==> src/irm_pkg.sv <==
// Types and constants shared by the I2C register access master.
package irm_pkg;

	typedef enum logic [14:0] {
		PH_IDLE = 15'b000000000000001,
		PH_ST1  = 15'b000000000000010,
		PH_ST2  = 15'b000000000000100,
		PH_ST3  = 15'b000000000001000,
		PH_RST  = 15'b000000000010000,
		PH_TXL  = 15'b000000000100000,
		PH_TXH  = 15'b000000001000000,
		PH_TXA  = 15'b000000010000000,
		PH_RXL  = 15'b000000100000000,
		PH_RXH  = 15'b000001000000000,
		PH_MAL  = 15'b000010000000000,
		PH_MAH  = 15'b000100000000000,
		PH_SP1  = 15'b001000000000000,
		PH_SP2  = 15'b010000000000000,
		PH_SP3  = 15'b100000000000000
	} phase_t;

	typedef enum logic [2:0] {
		K_AW = 3'd0,
		K_RH = 3'd1,
		K_RL = 3'd2,
		K_DW = 3'd3,
		K_AR = 3'd4
	} kind_t;

	typedef enum logic [1:0] {
		ACT_TICK  = 2'd0,
		ACT_WRITE = 2'd1,
		ACT_READ  = 2'd2
	} action_t;

	localparam logic [2:0] CFG_DEVICE_ADDRESS   = 3'd0;
	localparam logic [2:0] CFG_REGISTER_ADDRESS = 3'd1;
	localparam logic [2:0] CFG_WIDE_ADDRESS     = 3'd2;
	localparam logic [2:0] CFG_TRANSFER_LENGTH  = 3'd3;
	localparam logic [2:0] CFG_ACK_TIMEOUT      = 3'd4;

	localparam int unsigned CFG_DATA_W = 16;
	localparam logic [7:0] ACK_TIMEOUT_RESET = 8'd250;
	localparam logic [7:0] READ_BIT = 8'h01;

	typedef struct packed {
		logic [7:0]  device_address;
		logic [15:0] register_address;
		logic        wide_register_address;
		logic [7:0]  transfer_length;
		logic [7:0]  ack_timeout;
	} cfg_t;

	typedef struct packed {
		phase_t     phase;
		kind_t      kind;
		logic       read_mode;
		logic [2:0] bit_cnt;
		logic [7:0] shreg;
		logic [7:0] byte_cnt;
		logic [7:0] wait_cnt;
	} seq_state_t;

	typedef struct packed {
		logic       scl_level;
		logic       sda_level;
		logic       sda_drive;
		logic       tx_taken;
		logic [7:0] rx_byte;
		logic       rx_valid;
		logic       busy_res;
		logic       done_res;
		logic [7:0] bytes_done;
		logic       fault;
	} result_t;

endpackage

==> src/i2c_register_access_master.sv <==
// Top level of the I2C register access master: sequencer state and result register.
//
// Usage: each input item is one bus phase tick from a prescaler, carrying the
// requested action (plain tick, begin write, begin read), the sampled SDA level
// and the next write data byte. Each accepted item yields exactly one result
// item with the SCL/SDA levels to drive for that phase, the tx_taken and rx
// strobes, busy, done, the acknowledged byte count and the address fault flag.
// The result is registered and appears on the output in the cycle after its item is taken.
// Throughput: one item per cycle; the sequencer state and the result register
// both update in the accepting cycle, set by one pass through the step logic.
// The input side stays ready while the result register is empty or being
// drained, so a result waiting on a stalled receiver does not stop the
// next item as long as the receiver takes the waiting one in the same cycle.
// When the receiver stalls, the result holds and input accept stops.
// Reset clears the sequencer to idle (bus released, SCL high) and loads the
// register defaults; configuration is written through cfg_we/cfg_index/cfg_data.
module i2c_register_access_master import irm_pkg::*; (
	input  logic                  clk,
	input  logic                  arst_n,
	input  logic                  cfg_we,
	input  logic [2:0]            cfg_index,
	input  logic [CFG_DATA_W-1:0] cfg_data,
	input  logic                  in_valid,
	output logic                  in_ready,
	input  logic [1:0]            action,
	input  logic                  sda_sample,
	input  logic [7:0]            tx_byte,
	output logic                  out_valid,
	input  logic                  out_ready,
	output logic                  scl_level,
	output logic                  sda_level,
	output logic                  sda_drive,
	output logic                  tx_taken,
	output logic [7:0]            rx_byte,
	output logic                  rx_valid,
	output logic                  busy_res,
	output logic                  done_res,
	output logic [7:0]            bytes_done,
	output logic                  fault
);

	cfg_t       cfg;
	seq_state_t state_q;
	seq_state_t state_nxt;
	result_t    res_comb;
	result_t    res_s1;
	logic       valid_s1;
	logic       accept;

	irm_cfg_regs u_cfg (
		.clk       (clk),
		.arst_n    (arst_n),
		.cfg_we    (cfg_we),
		.cfg_index (cfg_index),
		.cfg_data  (cfg_data),
		.cfg       (cfg)
	);

	irm_step u_step (
		.cur        (state_q),
		.cfg        (cfg),
		.action     (action),
		.sda_sample (sda_sample),
		.tx_byte    (tx_byte),
		.nxt        (state_nxt),
		.res        (res_comb)
	);

	assign in_ready = !valid_s1 || out_ready;
	assign accept = in_valid && in_ready;

	always_ff @(posedge clk or negedge arst_n) begin
		if (!arst_n) begin
			state_q.phase <= PH_IDLE;
			state_q.kind <= K_AW;
			state_q.read_mode <= 1'b0;
			state_q.bit_cnt <= '0;
			state_q.shreg <= '0;
			state_q.byte_cnt <= '0;
			state_q.wait_cnt <= '0;
			valid_s1 <= 1'b0;
		end else if (accept) begin
			state_q <= state_nxt;
			valid_s1 <= 1'b1;
		end else if (out_ready) begin
			valid_s1 <= 1'b0;
		end
	end

	always_ff @(posedge clk) begin
		if (accept) begin
			res_s1 <= res_comb;
		end
	end

	assign out_valid = valid_s1;
	assign scl_level = res_s1.scl_level;
	assign sda_level = res_s1.sda_level;
	assign sda_drive = res_s1.sda_drive;
	assign tx_taken = res_s1.tx_taken;
	assign rx_byte = res_s1.rx_byte;
	assign rx_valid = res_s1.rx_valid;
	assign busy_res = res_s1.busy_res;
	assign done_res = res_s1.done_res;
	assign bytes_done = res_s1.bytes_done;
	assign fault = res_s1.fault;

endmodule

==> src/irm_cfg_regs.sv <==
// Configuration register file of the I2C register access master.
module irm_cfg_regs import irm_pkg::*; (
	input  logic                  clk,
	input  logic                  arst_n,
	input  logic                  cfg_we,
	input  logic [2:0]            cfg_index,
	input  logic [CFG_DATA_W-1:0] cfg_data,
	output cfg_t                  cfg
);

	cfg_t cfg_q;

	always_ff @(posedge clk or negedge arst_n) begin
		if (!arst_n) begin
			cfg_q.device_address <= '0;
			cfg_q.register_address <= '0;
			cfg_q.wide_register_address <= 1'b0;
			cfg_q.transfer_length <= '0;
			cfg_q.ack_timeout <= ACK_TIMEOUT_RESET;
		end else if (cfg_we) begin
			case (cfg_index)
				CFG_DEVICE_ADDRESS: cfg_q.device_address <= cfg_data[7:0];
				CFG_REGISTER_ADDRESS: cfg_q.register_address <= cfg_data[15:0];
				CFG_WIDE_ADDRESS: cfg_q.wide_register_address <= cfg_data[0];
				CFG_TRANSFER_LENGTH: cfg_q.transfer_length <= cfg_data[7:0];
				CFG_ACK_TIMEOUT: cfg_q.ack_timeout <= cfg_data[7:0];
				default: ;
			endcase
		end
	end

	assign cfg = cfg_q;

endmodule

==> src/irm_step.sv <==
// Next-state and bus phase logic for one tick of the I2C sequencer.
module irm_step import irm_pkg::*; (
	input  seq_state_t cur,
	input  cfg_t       cfg,
	input  logic [1:0] action,
	input  logic       sda_sample,
	input  logic [7:0] tx_byte,
	output seq_state_t nxt,
	output result_t    res
);

	always_comb begin
		seq_state_t s;
		logic [7:0] byte_inc;
		logic [7:0] rx_shift;
		logic       mack_nack;

		s = cur;
		res = '0;
		res.scl_level = 1'b1;
		res.sda_level = 1'b1;

		if (cur.phase == PH_IDLE && (action == ACT_WRITE || action == ACT_READ)) begin
			s.read_mode = (action == ACT_READ);
			s.bit_cnt = '0;
			s.byte_cnt = '0;
			s.wait_cnt = '0;
			s.shreg = '0;
			s.phase = PH_ST1;
		end

		nxt = s;
		byte_inc = s.byte_cnt + 8'd1;
		rx_shift = {s.shreg[6:0], sda_sample};
		mack_nack = (s.byte_cnt >= cfg.transfer_length);

		case (s.phase)
			PH_ST1: begin
				res.sda_drive = 1'b1;
				nxt.phase = PH_ST2;
			end
			PH_ST2: begin
				res.sda_drive = 1'b1;
				res.sda_level = 1'b0;
				nxt.phase = PH_ST3;
			end
			PH_ST3: begin
				res.scl_level = 1'b0;
				res.sda_drive = 1'b1;
				res.sda_level = 1'b0;
				nxt.bit_cnt = '0;
				nxt.wait_cnt = '0;
				nxt.phase = PH_TXL;
				if (s.bit_cnt != 3'd0) begin
					nxt.kind = K_AR;
					nxt.shreg = cfg.device_address | READ_BIT;
				end else begin
					nxt.kind = K_AW;
					nxt.shreg = cfg.device_address;
				end
			end
			PH_RST: begin
				res.scl_level = 1'b0;
				res.sda_drive = 1'b1;
				nxt.bit_cnt = 3'd1;
				nxt.phase = PH_ST1;
			end
			PH_TXL: begin
				res.scl_level = 1'b0;
				res.sda_drive = 1'b1;
				res.sda_level = s.shreg[7];
				nxt.phase = PH_TXH;
			end
			PH_TXH: begin
				res.sda_drive = 1'b1;
				res.sda_level = s.shreg[7];
				nxt.shreg = {s.shreg[6:0], 1'b0};
				if (s.bit_cnt == 3'd7) begin
					nxt.bit_cnt = '0;
					nxt.wait_cnt = '0;
					nxt.phase = PH_TXA;
				end else begin
					nxt.bit_cnt = s.bit_cnt + 3'd1;
					nxt.phase = PH_TXL;
				end
			end
			PH_TXA: begin
				if (s.bit_cnt == 3'd0) begin
					res.scl_level = 1'b0;
					nxt.bit_cnt = 3'd1;
				end else if (sda_sample == 1'b0) begin
					nxt.bit_cnt = '0;
					nxt.wait_cnt = '0;
					case (s.kind)
						K_AW: begin
							nxt.phase = PH_TXL;
							if (cfg.wide_register_address) begin
								nxt.kind = K_RH;
								nxt.shreg = cfg.register_address[15:8];
							end else begin
								nxt.kind = K_RL;
								nxt.shreg = cfg.register_address[7:0];
							end
						end
						K_RH: begin
							nxt.phase = PH_TXL;
							nxt.kind = K_RL;
							nxt.shreg = cfg.register_address[7:0];
						end
						K_RL: begin
							nxt.wait_cnt = s.wait_cnt;
							if (s.read_mode) begin
								nxt.phase = PH_RST;
							end else if (s.byte_cnt >= cfg.transfer_length) begin
								nxt.phase = PH_SP1;
							end else begin
								res.tx_taken = 1'b1;
								nxt.wait_cnt = '0;
								nxt.kind = K_DW;
								nxt.shreg = tx_byte;
								nxt.phase = PH_TXL;
							end
						end
						K_DW: begin
							nxt.byte_cnt = byte_inc;
							if (byte_inc >= cfg.transfer_length) begin
								nxt.wait_cnt = s.wait_cnt;
								nxt.phase = PH_SP1;
							end else begin
								res.tx_taken = 1'b1;
								nxt.shreg = tx_byte;
								nxt.phase = PH_TXL;
							end
						end
						default: begin
							nxt.wait_cnt = s.wait_cnt;
							if (cfg.transfer_length == 8'd0) begin
								nxt.phase = PH_SP1;
							end else begin
								nxt.shreg = '0;
								nxt.phase = PH_RXL;
							end
						end
					endcase
				end else if (s.wait_cnt >= cfg.ack_timeout) begin
					nxt.phase = PH_SP1;
					nxt.bit_cnt = (s.kind != K_DW) ? 3'd1 : 3'd0;
				end else begin
					nxt.wait_cnt = s.wait_cnt + 8'd1;
				end
			end
			PH_RXL: begin
				res.scl_level = 1'b0;
				nxt.phase = PH_RXH;
			end
			PH_RXH: begin
				nxt.shreg = rx_shift;
				if (s.bit_cnt == 3'd7) begin
					res.rx_valid = 1'b1;
					res.rx_byte = rx_shift;
					nxt.byte_cnt = byte_inc;
					nxt.bit_cnt = '0;
					nxt.phase = PH_MAL;
				end else begin
					nxt.bit_cnt = s.bit_cnt + 3'd1;
					nxt.phase = PH_RXL;
				end
			end
			PH_MAL: begin
				res.sda_drive = 1'b1;
				res.sda_level = mack_nack;
				res.scl_level = 1'b0;
				nxt.phase = PH_MAH;
			end
			PH_MAH: begin
				res.sda_drive = 1'b1;
				res.sda_level = mack_nack;
				if (mack_nack) begin
					nxt.phase = PH_SP1;
					nxt.bit_cnt = '0;
				end else begin
					nxt.phase = PH_RXL;
					nxt.bit_cnt = '0;
					nxt.shreg = '0;
				end
			end
			PH_SP1: begin
				res.scl_level = 1'b0;
				res.sda_drive = 1'b1;
				res.sda_level = 1'b0;
				nxt.phase = PH_SP2;
			end
			PH_SP2: begin
				res.sda_drive = 1'b1;
				res.sda_level = 1'b0;
				nxt.phase = PH_SP3;
			end
			PH_SP3: begin
				res.sda_drive = 1'b1;
				res.done_res = 1'b1;
				res.fault = (s.bit_cnt != 3'd0);
				nxt.bit_cnt = '0;
				nxt.phase = PH_IDLE;
			end
			default: begin
				nxt.phase = PH_IDLE;
			end
		endcase

		res.busy_res = (nxt.phase != PH_IDLE);
		res.bytes_done = nxt.byte_cnt;
	end

endmodule

==> config.mk <==
export PLATFORM = sky130hd
export DESIGN_NAME = i2c_register_access_master
export DESIGN_NICKNAME = d
export VERILOG_FILES = /design/src/irm_pkg.sv /design/src/i2c_register_access_master.sv /design/src/irm_cfg_regs.sv /design/src/irm_step.sv
export SDC_FILE = /design/constraint.sdc
export NUM_CORES = 1
export LEC_CHECK = 0
export ABC_CLOCK_PERIOD_IN_PS = 10200
export BUFFER_PORTS_ARGS = -buffer_cell sky130_fd_sc_hd__buf_2
export CORE_MARGIN = 2
export CORE_UTILIZATION = 45
export CTS_CLUSTER_DIAMETER = 100
export DETAILED_ROUTE_END_ITERATION = 16
export SETUP_SLACK_MARGIN = 0.02
export SYNTH_ARGS = -nofsm -noshare
export SYNTH_HDL_FRONTEND = slang
export SYNTH_SLANG_ARGS = --single-unit
==> constraint.sdc <==
create_clock -name clk -period 10.2 [get_ports clk]
set_input_delay 2.04 -clock clk [delete_from_list [all_inputs] [get_ports clk]]
set_output_delay 2.04 -clock clk [all_outputs]
set_load 0.02 [all_outputs]
==> flow_summary.ini <==
[yosys]
yosys-top-cells-area = sky130_fd_sc_hd__dfrtp_1 (31%), sky130_fd_sc_hd__edfxtp_1 (11%), sky130_fd_sc_hd__mux2_2 (7.6%), sky130_fd_sc_hd__ha_1 (5.7%), sky130_fd_sc_hd__nand2_1 (4.1%)
yosysMostFrequentCell = sky130_fd_sc_hd__dfrtp_1
ys_ff_latch = 112
postSynthNetCount = 715
yosysUniqueCellTypes = 76
synth_area_per_cell_um2 = 10.06
synth_largest_type_area_fraction_pct = 31.00
synth.yosys.seq_area_share_pct = 44.84
number_of_synthesized_flops_with_an_enable_pin = 24
yosys.area_share.simple_pct = 19.44
yosys_warnings = 0
synthAdderAreaFrac_pct = 5.742
synth_compound_area_share_pct = 16.40
async_flop_share_pct = 78.57
yosys-mux-area-fraction_pct = 7.904
synth_xor_area_share_pct = 1.876
netlist_top_cells_count = sky130_fd_sc_hd__dfrtp_1 (81), sky130_fd_sc_hd__nand2_1 (72), sky130_fd_sc_hd__mux2_2 (44)
post_synth_instance_area_um2 = 6538
largest_family_of_logic_cells_by_synthesized_area = simple AND/OR/NAND/NOR gates
postSynth.topFlopCell = sky130_fd_sc_hd__dfrtp_1
synthesized_netlist_cell_count = 650
synth_top_cell_by_area = sky130_fd_sc_hd__dfrtp_1

[clock_tree]
clk_pin_slew_ns = 0.08
post_cts.resized_instances = 0
cts_bufs_inserted = 9
clock_tree.root_cell = sky130_fd_sc_hd__clkbuf_16
cts_hold_buf = 0
post_cts_buffers = 0
clk_path_buf_depth = 2
clock_latency_late_sink_ns = 0.36
cts_tree = yes
cts.sink_count = 112
cts.htree.levels = 3

[die]
floorplan.core_area_um2 = 14370
die_w_um = 124.5
initial_standard_cell_utilization_of_the_core_pct = 45.50
die_area_um2 = 15510
die_h_um = 124.5
io_pins = 61
std_cell_rows = 44

[power_and_ir_drop]
power.ir.vdd_worst_mv = 0.1181
seq_power_share_pct = 44.0
clock_power_share_pct = 26.9
pwr-share-comb_pct = 29.1
power_report.internal_total_uw = 849.7
power.switching_uw = 476.9
power_density_nw_per_um2 = 182.0
static-leakage-power_nw = 3.276
netSwitchingFraction_pct = 35.95

[global_route]
first_global_vias = 5352
grtUsageMet1_pct = 30.54
number_of_antenna_violations_at_the_first_check_in_global_routing = 0
grt_util_all_layers_pct = 22.32
grt_overflow_total = 0
globalRouteMet2Util_pct = 35.20
met3_usage_pct = 5.627
largest_net_degree_at_the_start_of_global_routing = 47
grt_pass1_wl_um = 27850
grt-busiest-layer = met2

[timing]
period_share_pct = 59.14
report.final.setup_viol = 0
final.setup_skew_ns = 0.01255
highest_clock_frequency_the_design_can_meet_mhz = 165.8
min_period_ns = 6.032
report.final.hold_viol_count = 0
unrepaired_setup_endpoints_after_global_routing = no
timing.max_slew.rel_slack_pct = 42.27
timing.final.ws_setup_ns = 4.168
timing_worst_slew_pin_value_ns = 0.8580
max_slew_violation_total_from_the_final_report = 0
setup-tns-final_ns = 0

[job]
max_cap_violations = 0

[final_layout]
drive_gt1_share_pct = 21.88
n_fill_cell = 1327
area_growth_pct = 11.48
inserted_diodes = 0
layout.core_utilization_pct = 50.72
register_area_um2 = 2932
multi_input_comb_area_um2 = 3358
final_area_um2 = 7288
fin_nets = 764

[critical_path]
end_kind = flip-flop
path_type_of_the_worst_setup_path = in2reg
cp-start-kind = input pin
critical_path_required_ns = 10.45
critical_path.max_fanout = 27
worst-endpoint-arrival_ns = 6.29

[placed_design]
dpl-instance-area_um2 = 6999
worst_setup_slack_before_clock_tree_synthesis_ns = 3.844
numPortBuffers = 60
gp_congestion = 0.9068
dp_hpwl_um = 12360

[outcome]
status = finished clean

[routing]
drt-wirelength-per-cell_um = 18.89
detail_route.iter0.violations = 437
drt-pass1-iter-count = 5
ant_nets = 0
detailroute.via_count = 5356
drc_errors = 0
totalWireLength_um = 16780
avgViaCountPerCell = 6.032

[min_path]
hold_crit_class = reg2reg
## power by group through the flow
stage | registers (mW) | logic, mW | clock network, mW
5_1_grt | 0.593 | 0.429 | 0.382
3_3_place_gp | 0.588 | 0.372 | 0
4_1_cts | 0.582 | 0.384 | 0.365
2_1_floorplan | 0.577 | 0.281 | 0
6_report | 0.583 | 0.387 | 0.357
3_5_place_dp | 0.590 | 0.382 | 0
## kinds of logic (layout without fill, tap and decap cells)
logic type               after synthesis  count (layout)
AO/OA/AOI/OAI                        150             150
flip-flops                           112             112
multiplexers                          46              46
buffers and inverters                 63             117
adder cells (fa/ha/maj)               30              30
XOR/XNOR                              14              14
AND/OR/NAND/NOR                      235             235
## worst max-delay path, stage by stage
cell and delay, ns:
sky130_fd_sc_hd__buf_2 0.07, sky130_fd_sc_hd__inv_1 0.03, sky130_fd_sc_hd__ha_1 0.27, sky130_fd_sc_hd__nor3b_1 0.32, sky130_fd_sc_hd__and2_1 0.20, sky130_fd_sc_hd__nand2_1 0.06, sky130_fd_sc_hd__buf_4 0.24, sky130_fd_sc_hd__and2_1 0.25
sky130_fd_sc_hd__ha_1 0.27, sky130_fd_sc_hd__nand2_1 0.08, sky130_fd_sc_hd__nor2_1 0.07, sky130_fd_sc_hd__xnor2_1 0.14, sky130_fd_sc_hd__nor2_1 0.08, sky130_fd_sc_hd__ha_1 0.31, sky130_fd_sc_hd__a21o_1 0.16, sky130_fd_sc_hd__a221o_1 0.34
sky130_fd_sc_hd__a31oi_1 0.38, sky130_fd_sc_hd__nand2b_1 0.23, sky130_fd_sc_hd__a311oi_2 0.48, sky130_fd_sc_hd__o21bai_1 0.13, sky130_fd_sc_hd__o2bb2ai_1 0.13
## flip-flops by register name (all words and copies together), names as in the netlist
signal and count:
rx_byte 8, tx_taken 1, scl_level 1, bytes_done 8, busy_res 1, sda_level 1, u_cfg.cfg 41, state_q 46
done_res 1, rx_valid 1, sda_drive 1, out_valid 1, fault 1
## per-stage QoR
| stage | power, mW | hold slack [ns] | cells |
|---|---|---|---|
| 3_5_place_dp | 0.9717 | 0.4900 | 872 |
| 6_report | 1.327 | 0.5077 | 888 |
| 2_1_floorplan | 0.8585 | 0.4577 | 650 |
| 3_3_place_gp | 0.9603 | 0.4794 | 872 |
| 5_1_grt | 1.404 | 0.5356 | 888 |
| 4_1_cts | 1.331 | 0.5093 | 888 |
## layer usage
metal  vias up  share of wire, %
li1       2511                 -
met4         0               1.7
met3        33               6.4
met5         -                 0
met2       203                47
met1      2609                45
## cell usage in the layout (no fill, tap or decap), types with 9 or more instances in the layout
cell and count:
sky130_fd_sc_hd__inv_1 34, sky130_fd_sc_hd__dfrtp_1 81, sky130_fd_sc_hd__and2_1 11, sky130_fd_sc_hd__nor2_1 36, sky130_fd_sc_hd__nand2_1 72, sky130_fd_sc_hd__a21oi_1 18, sky130_fd_sc_hd__nand3_1 15, sky130_fd_sc_hd__mux2_2 44
sky130_fd_sc_hd__and3_1 13, sky130_fd_sc_hd__o21ai_0 42, sky130_fd_sc_hd__clkbuf_16 9, sky130_fd_sc_hd__xnor2_1 10, sky130_fd_sc_hd__edfxtp_1 24, sky130_fd_sc_hd__buf_2 59, sky130_fd_sc_hd__nor3_1 17, sky130_fd_sc_hd__ha_1 30
## cell type report
type	count	area share, %
clock buffers	11	3.330
well taps	184	3.159
multi-input cells	475	46.08
inverters	35	1.803
repair buffers	66	4.773
clock inverters	5	0.6352
flip-flops and latches	112	40.22
## path summary, 6_finish.rpt
| check | end | cells past startpoint | from | slack, ns |
|---|---|---|---|---|
| setup / recovery | state_q[1] | 21 | action[0] | 4.17 |
| hold / removal | u_cfg.cfg[33] | 1 | u_cfg.cfg[33] | 0.51 |
| setup reg to reg | state_q[1] | 18 | state_q[40] | 5.19 |
| hold reg to reg | u_cfg.cfg[33] | 1 | u_cfg.cfg[33] | 0.51 |
| max in group asynchronous | out_valid | 2 | arst_n | 7.51 |
| min in group asynchronous | u_cfg.cfg[15] | 1 | arst_n | 1.65 |
No activity file was read; power rests on OpenSTA's default activity.
